File: src/rtl/rs485_frame_receiver_macros.svh
// assertion macros used by the rtl
`ifndef RS485_FRAME_RECEIVER_MACROS_SVH
`define RS485_FRAME_RECEIVER_MACROS_SVH

`ifndef NO_ASSERTIONS

`define RSFR_ASSERT_IMP(lbl, clk, rst_n, ante, cons, msg) \
    lbl: assert property (@(posedge clk) disable iff (!rst_n) (ante) |-> (cons)) \
        else $error(msg);

`define RSFR_ASSERT_NXT(lbl, clk, rst_n, ante, cons, msg) \
    lbl: assert property (@(posedge clk) disable iff (!rst_n) (ante) |=> (cons)) \
        else $error(msg);

`else

`define RSFR_ASSERT_IMP(lbl, clk, rst_n, ante, cons, msg)

`define RSFR_ASSERT_NXT(lbl, clk, rst_n, ante, cons, msg)

`endif

`endif

File: src/rtl/rsfr_pkg.sv
package rsfr_pkg;

    localparam logic [7:0] HEAD_MARK      = 8'hF7;
    localparam logic [7:0] TYPE_DATA      = 8'h10;
    localparam logic [7:0] TYPE_REALTIME  = 8'h30;
    localparam logic [7:0] TAIL_MARK      = 8'hEE;
    localparam logic [7:0] FRAME_OVERHEAD = 8'd7;

    typedef enum logic [2:0] {
        ST_BYTE       = 3'd0,
        ST_BAD_HEADER = 3'd1,
        ST_BAD_TYPE   = 3'd2,
        ST_BAD_TAIL   = 3'd3,
        ST_REALTIME   = 3'd4,
        ST_TOO_LONG   = 3'd5
    } t_status;

    typedef enum logic [1:0] {
        S_IDLE,
        S_RD,
        S_WR
    } t_state;

endpackage

File: src/rtl/rsfr_store.sv
module rsfr_store #(
    parameter int DEPTH = 64,
    parameter int AW    = 6
) (
    input  logic          i_clk,
    input  logic          i_we,
    input  logic [AW-1:0] i_waddr,
    input  logic [7:0]    i_wdata,
    input  logic          i_re,
    input  logic [AW-1:0] i_raddr,
    output logic [7:0]    o_rdata
);

    logic [7:0] r_mem [DEPTH];
    logic [7:0] r_rdata;

    always_ff @(posedge i_clk) begin
        if (i_we) begin
            r_mem[i_waddr] <= i_wdata;
        end
    end

    // read data holds while no read is issued
    always_ff @(posedge i_clk) begin
        if (i_re) begin
            r_rdata <= r_mem[i_raddr];
        end
    end

    assign o_rdata = r_rdata;

endmodule

File: src/rtl/rsfr_ctrl.sv
`include "rs485_frame_receiver_macros.svh"

module rsfr_ctrl
    import rsfr_pkg::*;
#(
    parameter int BUFFER_BYTES = 64,
    parameter int AW           = 6
) (
    input  logic          i_clk,
    input  logic          i_rst_n,
    input  logic          i_cfg_valid,
    output logic          o_cfg_ready,
    input  logic          i_cfg_parse_enable,
    input  logic          i_rx_valid,
    output logic          o_rx_ready,
    input  logic [7:0]    i_rx_byte,
    output logic          o_out_valid,
    input  logic          i_out_ready,
    output logic [7:0]    o_frame_byte,
    output logic [2:0]    o_status,
    output logic          o_last,
    output logic          o_mem_we,
    output logic [AW-1:0] o_mem_waddr,
    output logic [7:0]    o_mem_wdata,
    output logic          o_mem_re,
    output logic [AW-1:0] o_mem_raddr,
    input  logic [7:0]    i_mem_rdata
);

    localparam int CW = AW + 1;

    t_state        r_state, n_state;
    logic [CW-1:0] r_count, n_count;
    logic          r_parse_en;
    logic [7:0]    r_type, n_type;
    logic [CW-1:0] r_total, n_total;
    logic [AW-1:0] r_idx, n_idx;
    logic          r_ov, n_ov;
    logic [7:0]    r_byte, n_byte;
    t_status       r_status, n_status;
    logic          r_last, n_last;

    logic          w_take;
    logic [AW-1:0] w_at;
    logic [CW-1:0] w_cnt;
    logic [8:0]    w_len_total;
    logic          w_emit;
    logic          w_drain;
    t_status       w_code;
    logic          w_out_free;
    logic          w_last_rd;

    assign o_cfg_ready = 1'b1;
    assign w_out_free  = !r_ov || i_out_ready;
    assign o_rx_ready  = (r_state == S_IDLE) && w_out_free;
    assign w_take      = i_rx_valid && o_rx_ready;

    // guard: a count at the buffer size restarts the frame
    assign w_at = (r_count >= CW'(BUFFER_BYTES)) ? '0 : r_count[AW-1:0];
    assign w_cnt = {1'b0, w_at} + CW'(1);
    assign w_len_total = {1'b0, i_rx_byte} + {1'b0, FRAME_OVERHEAD};
    assign w_last_rd = (({1'b0, r_idx} + CW'(1)) == r_total);

    assign o_mem_we    = w_take && r_parse_en;
    assign o_mem_waddr = w_at;
    assign o_mem_wdata = i_rx_byte;
    assign o_mem_re    = (r_state == S_RD);
    assign o_mem_raddr = r_idx;

    // frame checks on the word being stored
    always_comb begin
        w_emit  = 1'b0;
        w_drain = 1'b0;
        w_code  = ST_BYTE;
        if (w_at == '0) begin
            if (i_rx_byte != HEAD_MARK) begin
                w_emit = 1'b1;
                w_code = ST_BAD_HEADER;
            end
        end else if (w_at == AW'(2)) begin
            if (!(r_type inside {TYPE_DATA, TYPE_REALTIME})) begin
                w_emit = 1'b1;
                w_code = ST_BAD_TYPE;
            end
        end else if (w_at == AW'(4)) begin
            if (w_len_total > 9'(BUFFER_BYTES)) begin
                w_emit = 1'b1;
                w_code = ST_TOO_LONG;
            end
        end else if (w_at > AW'(4) && w_cnt == r_total) begin
            if (r_type == TYPE_REALTIME) begin
                w_emit = 1'b1;
                w_code = ST_REALTIME;
            end else if (i_rx_byte != TAIL_MARK) begin
                w_emit = 1'b1;
                w_code = ST_BAD_TAIL;
            end else begin
                w_drain = 1'b1;
            end
        end
    end

    always_comb begin
        n_state  = r_state;
        n_count  = r_count;
        n_type   = r_type;
        n_total  = r_total;
        n_idx    = r_idx;
        n_ov     = r_ov;
        n_byte   = r_byte;
        n_status = r_status;
        n_last   = r_last;

        if (r_ov && i_out_ready) begin
            n_ov = 1'b0;
        end

        case (r_state)
            S_IDLE: begin
                if (w_take && r_parse_en) begin
                    n_count = (w_emit || w_drain) ? '0 : w_cnt;
                    if (w_at == AW'(1)) begin
                        n_type = i_rx_byte;
                    end
                    if (w_at == AW'(4)) begin
                        n_total = w_len_total[CW-1:0];
                    end
                    if (w_emit) begin
                        n_ov     = 1'b1;
                        n_byte   = '0;
                        n_status = w_code;
                        n_last   = 1'b1;
                    end
                    if (w_drain) begin
                        n_idx   = '0;
                        n_state = S_RD;
                    end
                end
            end
            S_RD: begin
                n_state = S_WR;
            end
            S_WR: begin
                if (w_out_free) begin
                    n_ov     = 1'b1;
                    n_byte   = i_mem_rdata;
                    n_status = ST_BYTE;
                    n_last   = w_last_rd;
                    if (w_last_rd) begin
                        n_state = S_IDLE;
                    end else begin
                        n_idx   = r_idx + AW'(1);
                        n_state = S_RD;
                    end
                end
            end
            default: begin
                n_state = S_IDLE;
            end
        endcase
    end

    always_ff @(posedge i_clk) begin
        if (!i_rst_n) begin
            r_state    <= S_IDLE;
            r_count    <= '0;
            r_ov       <= 1'b0;
            r_parse_en <= 1'b0;
        end else begin
            r_state <= n_state;
            r_count <= n_count;
            r_ov    <= n_ov;
            if (i_cfg_valid && o_cfg_ready) begin
                r_parse_en <= i_cfg_parse_enable;
            end
        end
    end

    always_ff @(posedge i_clk) begin
        r_type   <= n_type;
        r_total  <= n_total;
        r_idx    <= n_idx;
        r_byte   <= n_byte;
        r_status <= n_status;
        r_last   <= n_last;
    end

    assign o_out_valid  = r_ov;
    assign o_frame_byte = r_byte;
    assign o_status     = r_status;
    assign o_last       = r_last;

    `RSFR_ASSERT_IMP(a_count_bound, i_clk, i_rst_n, 1'b1, r_count < CW'(BUFFER_BYTES), "count reached buffer size")
    `RSFR_ASSERT_IMP(a_drain_count_zero, i_clk, i_rst_n, r_state != S_IDLE, r_count == '0, "count not cleared during drain")
    `RSFR_ASSERT_IMP(a_drain_idx, i_clk, i_rst_n, r_state != S_IDLE, ({1'b0, r_idx} < r_total), "drain index past frame end")
    `RSFR_ASSERT_IMP(a_status_last, i_clk, i_rst_n, r_ov && r_status != ST_BYTE, r_last, "status word not marked last")
    `RSFR_ASSERT_NXT(a_drain_start, i_clk, i_rst_n, w_take && r_parse_en && w_drain, r_state == S_RD && r_count == '0, "drain did not start")

endmodule

File: src/rtl/rs485_frame_receiver.sv
// channel  | valid       | ready       | data
// rx       | i_rx_valid  | o_rx_ready  | i_rx_byte
// out      | o_out_valid | i_out_ready | o_frame_byte, o_status, o_last
// cfg      | i_cfg_valid | o_cfg_ready | i_cfg_parse_enable
//
// a received word is taken while the receiver is idle and the output register is free or
// being emptied; with parsing enabled it is written straight into the frame memory
// a good data frame drains one byte at a time, each by a memory read, then an output load
// that waits on a free output; rx stays stalled until the drain ends
// rx ready drops while any output word waits on a stalled output
// synchronous active-low reset clears control only; frame memory needs no clearing
module rs485_frame_receiver
    import rsfr_pkg::*;
#(
    parameter int BUFFER_BYTES = 64
) (
    input  logic       i_clk,
    input  logic       i_rst_n,
    input  logic       i_cfg_valid,
    output logic       o_cfg_ready,
    input  logic       i_cfg_parse_enable,
    input  logic       i_rx_valid,
    output logic       o_rx_ready,
    input  logic [7:0] i_rx_byte,
    output logic       o_out_valid,
    input  logic       i_out_ready,
    output logic [7:0] o_frame_byte,
    output logic [2:0] o_status,
    output logic       o_last
);

    localparam int AW = $clog2(BUFFER_BYTES);

    logic          w_mem_we;
    logic [AW-1:0] w_mem_waddr;
    logic [7:0]    w_mem_wdata;
    logic          w_mem_re;
    logic [AW-1:0] w_mem_raddr;
    logic [7:0]    w_mem_rdata;

    rsfr_ctrl #(
        .BUFFER_BYTES (BUFFER_BYTES),
        .AW           (AW)
    ) u_ctrl (
        .i_clk              (i_clk),
        .i_rst_n            (i_rst_n),
        .i_cfg_valid        (i_cfg_valid),
        .o_cfg_ready        (o_cfg_ready),
        .i_cfg_parse_enable (i_cfg_parse_enable),
        .i_rx_valid         (i_rx_valid),
        .o_rx_ready         (o_rx_ready),
        .i_rx_byte          (i_rx_byte),
        .o_out_valid        (o_out_valid),
        .i_out_ready        (i_out_ready),
        .o_frame_byte       (o_frame_byte),
        .o_status           (o_status),
        .o_last             (o_last),
        .o_mem_we           (w_mem_we),
        .o_mem_waddr        (w_mem_waddr),
        .o_mem_wdata        (w_mem_wdata),
        .o_mem_re           (w_mem_re),
        .o_mem_raddr        (w_mem_raddr),
        .i_mem_rdata        (w_mem_rdata)
    );

    rsfr_store #(
        .DEPTH (BUFFER_BYTES),
        .AW    (AW)
    ) u_store (
        .i_clk   (i_clk),
        .i_we    (w_mem_we),
        .i_waddr (w_mem_waddr),
        .i_wdata (w_mem_wdata),
        .i_re    (w_mem_re),
        .i_raddr (w_mem_raddr),
        .o_rdata (w_mem_rdata)
    );

endmodule

File: config.mk
export PLATFORM = sky130hd
export DESIGN_NAME = rs485_frame_receiver
export DESIGN_NICKNAME = d
export VERILOG_FILES = /design/src/rtl/rsfr_pkg.sv /design/src/rtl/rsfr_store.sv /design/src/rtl/rsfr_ctrl.sv /design/src/rtl/rs485_frame_receiver.sv
export VERILOG_INCLUDE_DIRS = /design/src /design/src/rtl
export SDC_FILE = /design/constraint.sdc
export NUM_CORES = 1
export LEC_CHECK = 0
export BUFFER_PORTS_ARGS = -buffer_cell sky130_fd_sc_hd__buf_2
export CAP_MARGIN = 20
export CORE_ASPECT_RATIO = 0.8
export CORE_MARGIN = 2
export CORE_UTILIZATION = 50
export CTS_BUF_LIST = sky130_fd_sc_hd__clkbuf_4 sky130_fd_sc_hd__clkbuf_8
export DETAILED_ROUTE_END_ITERATION = 8
export PLACE_DENSITY = 0.66
export SYNTH_ARGS = -nofsm -noshare
export SYNTH_HDL_FRONTEND = slang
export SYNTH_SLANG_ARGS = --single-unit
File: constraint.sdc
create_clock -name i_clk -period 5.9 [get_ports i_clk]
set_input_delay 0.59 -clock i_clk [delete_from_list [all_inputs] [get_ports i_clk]]
set_output_delay 0.59 -clock i_clk [all_outputs]
set_load 0.02 [all_outputs]
==> results_dict.tcl, run 1 <==
set metrics [dict create \
    slew_headroom_pct 24.01 \
    root_buffer "clkbuf_8" \
    hpwl_um 31570 \
    num-fill-cells 3443 \
    critPathMaxFanout 19 \
    power_leakage_uw 0.007650 \
    io_pins 29 \
    first_pass_iters 5 \
    fp.dieH_um 194.8 \
    synth-async-reset-ratio_pct 0 \
    ctsResizeCount 0 \
    ir_worst_vdd_mv 0.2661 \
    grt_overflow 0 \
    fp.coreArea_mm2 0.04463 \
    layout_common_cells "edfxtp_1, mux4_2, nor2_1" \
    rrSetupSlack_ns 2.08 \
    drv_cap 0 \
    fmax_ghz 0.2617 \
    cp-start-kind "flip-flop" \
    gp_congestion 0.8832 \
    htree_levels 3 \
    wl_per_cell_um 26.43 \
    nets 1309 \
    min_from "i_cfg_parse_enable" \
    yosysTopAreaCellShare_pct 73.00 \
    critPathKind "flip-flop to flip-flop" \
    rr_worst_depth 11 \
    ys.flop_type "edfxtp_1" \
    layout-drive-gt1-share_pct 22.23 \
    clk_pin_slew_ns 0.06 \
    max_slew.worst_pin.slew_ns 1.132 \
    rr_endpoint "u_ctrl.o_frame_byte[0]" \
    post_cts_buffers 0 \
    slowest_delay_ns 0.75 \
    diodes 0 \
    layout_min_cycle_time_ns 3.821 \
    grt_pass1_vias 11440 \
    max-clock-path-buffers 3 \
    antenna_found_initial 0 \
    cts_tree "built" \
    vias_per_cell 6.005 \
    clock-sinks 564 \
    synth_area_leaders "edfxtp_1, mux4_2, mux2i_1" \
    fin_skew_ns 0.02155 \
    die_area_mm2 0.04723 \
    synth_cell_types 62 \
    drt-initial-drc-count 1260 \
    ys_seq_area_share_pct 73.96 \
    hold_path_end "u_ctrl.r_parse_en" \
    hold_buffers 0 \
    grt_max_degree 108 \
    yosys.area.top_type "edfxtp_1" \
    cpMostUsedCell "inv_1" \
    grtUsageTotal_pct 22.16 \
    drv_slew 0 \
    ys_ff_latch 564 \
    cts_buffers 86 \
    via_count 11700 \
    required_ns 6.26 \
    core.rowCount 69 \
    hold_viol_final 0 \
    avgSynthCellArea_um2 18.74 \
    crit_slowest_cell "dfxtp_1" \
    die_w_um 242.5 \
    crit_chain "inv_1, nand2_1, inv_1, ha_1, xor2_1, nor3_1, a31oi_1, nor4_2, nand4_1, a21oi_1, buf_4" \
    netlist_instances 1214 \
    routed_wl_um 51480 \
    regArea_mm2 0.01683 \
    rsz0062_at_grt "no" \
    synth_area_mm2 0.02275 \
    yosysWarningCount 0 \
    worst_hold_path_type "primary input to flip-flop" \
    synth_edf_count 553 \
    timing.rr.start "u_ctrl.r_count[6]" \
    cp-end-kind "flip-flop" \
    synthesis.nets 1236 \
    status "complete, no violations" \
    power_uw 7564 \
    grt_pass1_wl_um 75760 \
    whs_path_depth 3 \
    powerDensity_mw_per_mm2 301.8 \
    postRouteAntennaNets 0 \
    clock_latency_ns 0.65 \
    fin_crit_sh_pct 64.77 \
    tns_ns 0 \
    multi_input_area_mm2 0.005487 \
    numPortBuffers 27 \
    final_common_cell "edfxtp_1" \
    cp_data_arrival_time_ns 4.18 \
    start_util_pct 50.97 \
    drc 0 \
    setup_viol 0 \
    syn_to_final_growth_pct 10.17 \
]
==> metal layers <==
metal	global-route usage, %	up-vias	part of all wire, %
li1	-	5081	-
met3	6.545	79	8.4
met4	6.904	0	2.6
met1	33.19	6044	45
met2	31.47	494	44
met5	0	-	0
==> worst max-delay path, delay by kind of cell (launching register included) <==
kind	cells	cell delay, ns
compound gates	2	0.51
xor+xnor	1	0.18
fa+ha+maj	1	0.28
buf+inv	3	0.66
flops	1	0.75
simple gates	4	1.14
==> stage by stage <==
step | hold WS, ns | utilization, % | instances | area [um2] | setup slack (ns)
floorplan | 0.4607 | - | 1214 | 22750 | 2.956
global placement | 0.4767 | 52.49 | 1800 | 23430 | 2.063
detailed placement | 0.4957 | 52.55 | 1801 | 23460 | 1.863
CTS | 0.1507 | 56.13 | 1947 | 25060 | 1.842
global route | 0.1806 | 56.15 | 1948 | 25060 | 1.858
finish | 0.1940 | 56.15 | 1948 | 25060 | 2.079
==> cells in the mapped netlist, types with 2 or more instances <==
master,count
a211o_1,6
a21boi_0,2
a21oi_1,25
a31oi_1,2
and2_1,10
buf_2,8
buf_4,11
buf_6,8
buf_8,3
clkbuf_1,31
dfxtp_1,11
edfxtp_1,553
ha_1,8
inv_1,11
mux2i_1,55
mux4_2,112
nand2_1,44
nand2b_1,15
nand3_1,19
nand3b_1,3
nand4_1,10
nand4b_2,2
nor2_1,106
nor2b_1,11
nor3_1,11
nor4_1,5
o2111ai_1,4
o211ai_1,10
o21ai_0,11
o21ai_1,10
o221ai_1,26
o22ai_1,20
or3_1,4
xnor2_1,11
xor2_1,9
==> sequential cells by signal, summed over array words and instances, names as in the netlist <==
| name | count |
|---|---|
| u_store.r_mem | 512 |
| u_ctrl.o_frame_byte | 8 |
| u_ctrl.r_type | 8 |
| u_store.o_rdata | 8 |
| u_ctrl.r_count | 7 |
| u_ctrl.r_total | 7 |
| u_ctrl.o_mem_raddr | 6 |
| u_ctrl.o_status | 3 |
| u_ctrl.r_state | 2 |
| u_ctrl.o_last | 1 |
| u_ctrl.o_out_valid | 1 |
| u_ctrl.r_parse_en | 1 |
==> worst max path at each step <==
stage / from / endpoint / slack, ns
3_3_place_gp: u_ctrl.r_count[6] / u_ctrl.o_frame_byte[3] / 2.06
2_1_floorplan: u_ctrl.r_count[6] / u_ctrl.o_frame_byte[0] / 2.96
3_5_place_dp: u_ctrl.r_count[6] / u_ctrl.o_frame_byte[3] / 1.86
6_report: u_ctrl.r_count[6] / u_ctrl.o_frame_byte[0] / 2.08
5_1_grt: u_ctrl.r_count[6] / u_ctrl.o_frame_byte[1] / 1.86
4_1_cts: u_ctrl.r_count[6] / u_ctrl.o_last / 1.84
==> kinds of logic (layout without fill, tap and decap cells) <==
| group | after synthesis | after routing | share of synthesized area [%] |
|---|---|---|---|
| xor+xnor | 21 | 21 | 0.8690 |
| fa+ha+maj | 8 | 8 | 0.4400 |
| flops | 564 | 564 | 73.96 |
| buf+inv | 75 | 206 | 1.947 |
| other cells | 1 | 1 | 0.01648 |
| simple gates | 249 | 249 | 5.252 |
| compound gates | 128 | 128 | 3.943 |
| mux | 168 | 168 | 13.57 |
==> where the power goes <==
part | total [uW] | switching [uW] | internal [uW]
Combinational | 106 | 89.3 | 16.5
Clock | 3060 | 1440 | 1620
Sequential | 4400 | 0.693 | 4400
Total | 7560 | 1530 | 6030
==> final cells by class <==
class,count,area share [%]
flip-flops and latches,564,67.14
multi-input cells,575,21.89
clock buffers,110,5.541
well taps,603,3.010
repair buffers,48,1.398
clock inverters,36,0.8437
inverters,12,0.1797
Power figures use the tool's default switching activity.
==> inputs of run 2 (changes only) <==
Clock period 5.9 ns to 3.9 ns, I/O delays scaled along.
==> results_dict.tcl, run 2 (synthesis results as in run 1) <==
set metrics [dict create \
    cts_tree "built" \
    crit_chain "nand2_1, inv_1, ha_1, xor2_1, a31oi_1, nor4_2, nand4_1, a21oi_1, buf_4" \
    drv_cap 0 \
    powerDensity_mw_per_mm2 448.9 \
    layout_common_cells "edfxtp_1, mux4_2, nor2_1" \
    required_ns 4.26 \
    ctsResizeCount 0 \
    drc 0 \
    fin_crit_sh_pct 77.51 \
    hold_viol_final 0 \
    layout_min_cycle_time_ns 3.023 \
    io_pins 29 \
    cp_data_arrival_time_ns 3.39 \
    max_slew.worst_pin.slew_ns 1.041 \
    antenna_found_initial 2 \
    regMostFlops "u_store.r_mem" \
    core.rowCount 69 \
    rsz0062_at_grt "no" \
    grt_pass1_vias 11670 \
    hpwl_um 33760 \
    worst_hold_path_type "primary input to flip-flop" \
    routed_wl_um 53310 \
    syn_to_final_growth_pct 12.19 \
    die_area_mm2 0.04723 \
    slew_headroom_pct 30.45 \
    drt-initial-drc-count 1431 \
    layout-drive-gt1-share_pct 25.49 \
    status "complete, no violations" \
    numPortBuffers 27 \
    start_util_pct 50.97 \
    fp.dieH_um 194.8 \
    tns_ns 0 \
    cp-start-kind "flip-flop" \
    ir_worst_vdd_mv 0.2764 \
    first_pass_iters 5 \
    grt_pass1_wl_um 78790 \
    fin_util_pct 57.18 \
    die_w_um 242.5 \
    critPathMaxFanout 13 \
    grt_overflow 0 \
    vias_per_cell 5.995 \
    setup_viol 0 \
    critPathKind "flip-flop to flip-flop" \
    fin_skew_ns 0.02107 \
    clk_pin_slew_ns 0.07 \
    postRouteAntennaNets 0 \
    cp-end-kind "flip-flop" \
    htree_levels 3 \
    fmax_ghz 0.3308 \
    cp_top_family "simple AND/OR/NAND/NOR gates" \
    final_common_cell "edfxtp_1" \
    wl_per_cell_um 26.40 \
    via_count 12100 \
    drv_slew 0 \
    grt_max_degree 71 \
    cts_buffers 88 \
    power_leakage_uw 0.007966 \
    fp.coreArea_mm2 0.04463 \
    path_buf_inv 2 \
    post_cts_buffers 0 \
    max-clock-path-buffers 3 \
    grtUsageTotal_pct 23.02 \
    clock-sinks 564 \
    crit_slowest_cell "dfxtp_1" \
    num-fill-cells 3397 \
    hold_buffers 4 \
    gp_congestion 0.8711 \
    diodes 0 \
    nets 1370 \
    largest_reg_flops 512 \
    root_buffer "clkbuf_8" \
    clock_latency_ns 0.67 \
    slowest_delay_ns 0.59 \
]
run 2: cell types whose count changed in the layout (fill, tap and decap cells not counted), moves of 2 or more:
cell	before	now
clkinv_2	9	12
clkbuf_4	20	27
dlygate4sd3_1	0	4
clkinv_1	22	27
bufinv_16	2	0
buf_4	17	72
run 2: path summary, 6_finish.rpt:
path                                   startpoint                     end  slack, ns  cells past startpoint
worst max-delay path            u_ctrl.r_count[0]  u_ctrl.o_frame_byte[2]       0.88                      9
worst min-delay path                 i_rx_byte[5]        u_ctrl.r_type[5]       0.09                      1
worst max register to register  u_ctrl.r_count[0]  u_ctrl.o_frame_byte[2]       0.88                      9
worst min register to register  u_ctrl.r_count[1]       u_ctrl.r_count[1]       0.60                      2
run 2: cell type report:
| class | instances | area, um2 | area share [%] |
|---|---|---|---|
| tap | 603 | 754.5 | 2.956 |
| timing repair buffer | 107 | 795.8 | 3.118 |
| clock inverter | 42 | 187.7 | 0.7353 |
| clock buffer | 116 | 1428 | 5.593 |
| multi-input combinational | 575 | 5487 | 21.50 |
| sequential | 564 | 16830 | 65.92 |
| inverter | 12 | 45.04 | 0.1765 |
run 2: power by group:
| group | switching, uW | internal [uW] |
|---|---|---|
| registers | 1.25 | 6650 |
| clock network | 2250 | 2380 |
| logic | 138 | 30.2 |
run 2: metal layers:
metal  track usage (%)  part of all wire [%]
met3             6.089                   9.3
met2             32.43                    44
met4             6.539                   2.3
met5                 0                     0
met1             35.47                    45
run 2: worst reg2reg max path: stages (launching register included):
cell and delay (ns):
dfxtp_1 0.59, nand2_1 0.21, inv_1 0.15, ha_1 0.26
xor2_1 0.20, a31oi_1 0.14, nor4_2 0.55, nand4_1 0.21
a21oi_1 0.19, buf_4 0.22
run 2: metrics by stage:
stage               hold WS, ns  std cells  power (uW)  cell area [um2]  setup WS [ns]
floorplan                0.4607       1214        6814            22750         0.9559
finish                  0.08878       2019       11460            25520         0.8769
detailed placement       0.4832       1857        6948            23870         0.9529
global placement         0.4735       1857        6943            23870         0.9711
CTS                     0.05317       2019       11540            25520         0.9226
global route            0.07409       2019       11820            25520         0.6011
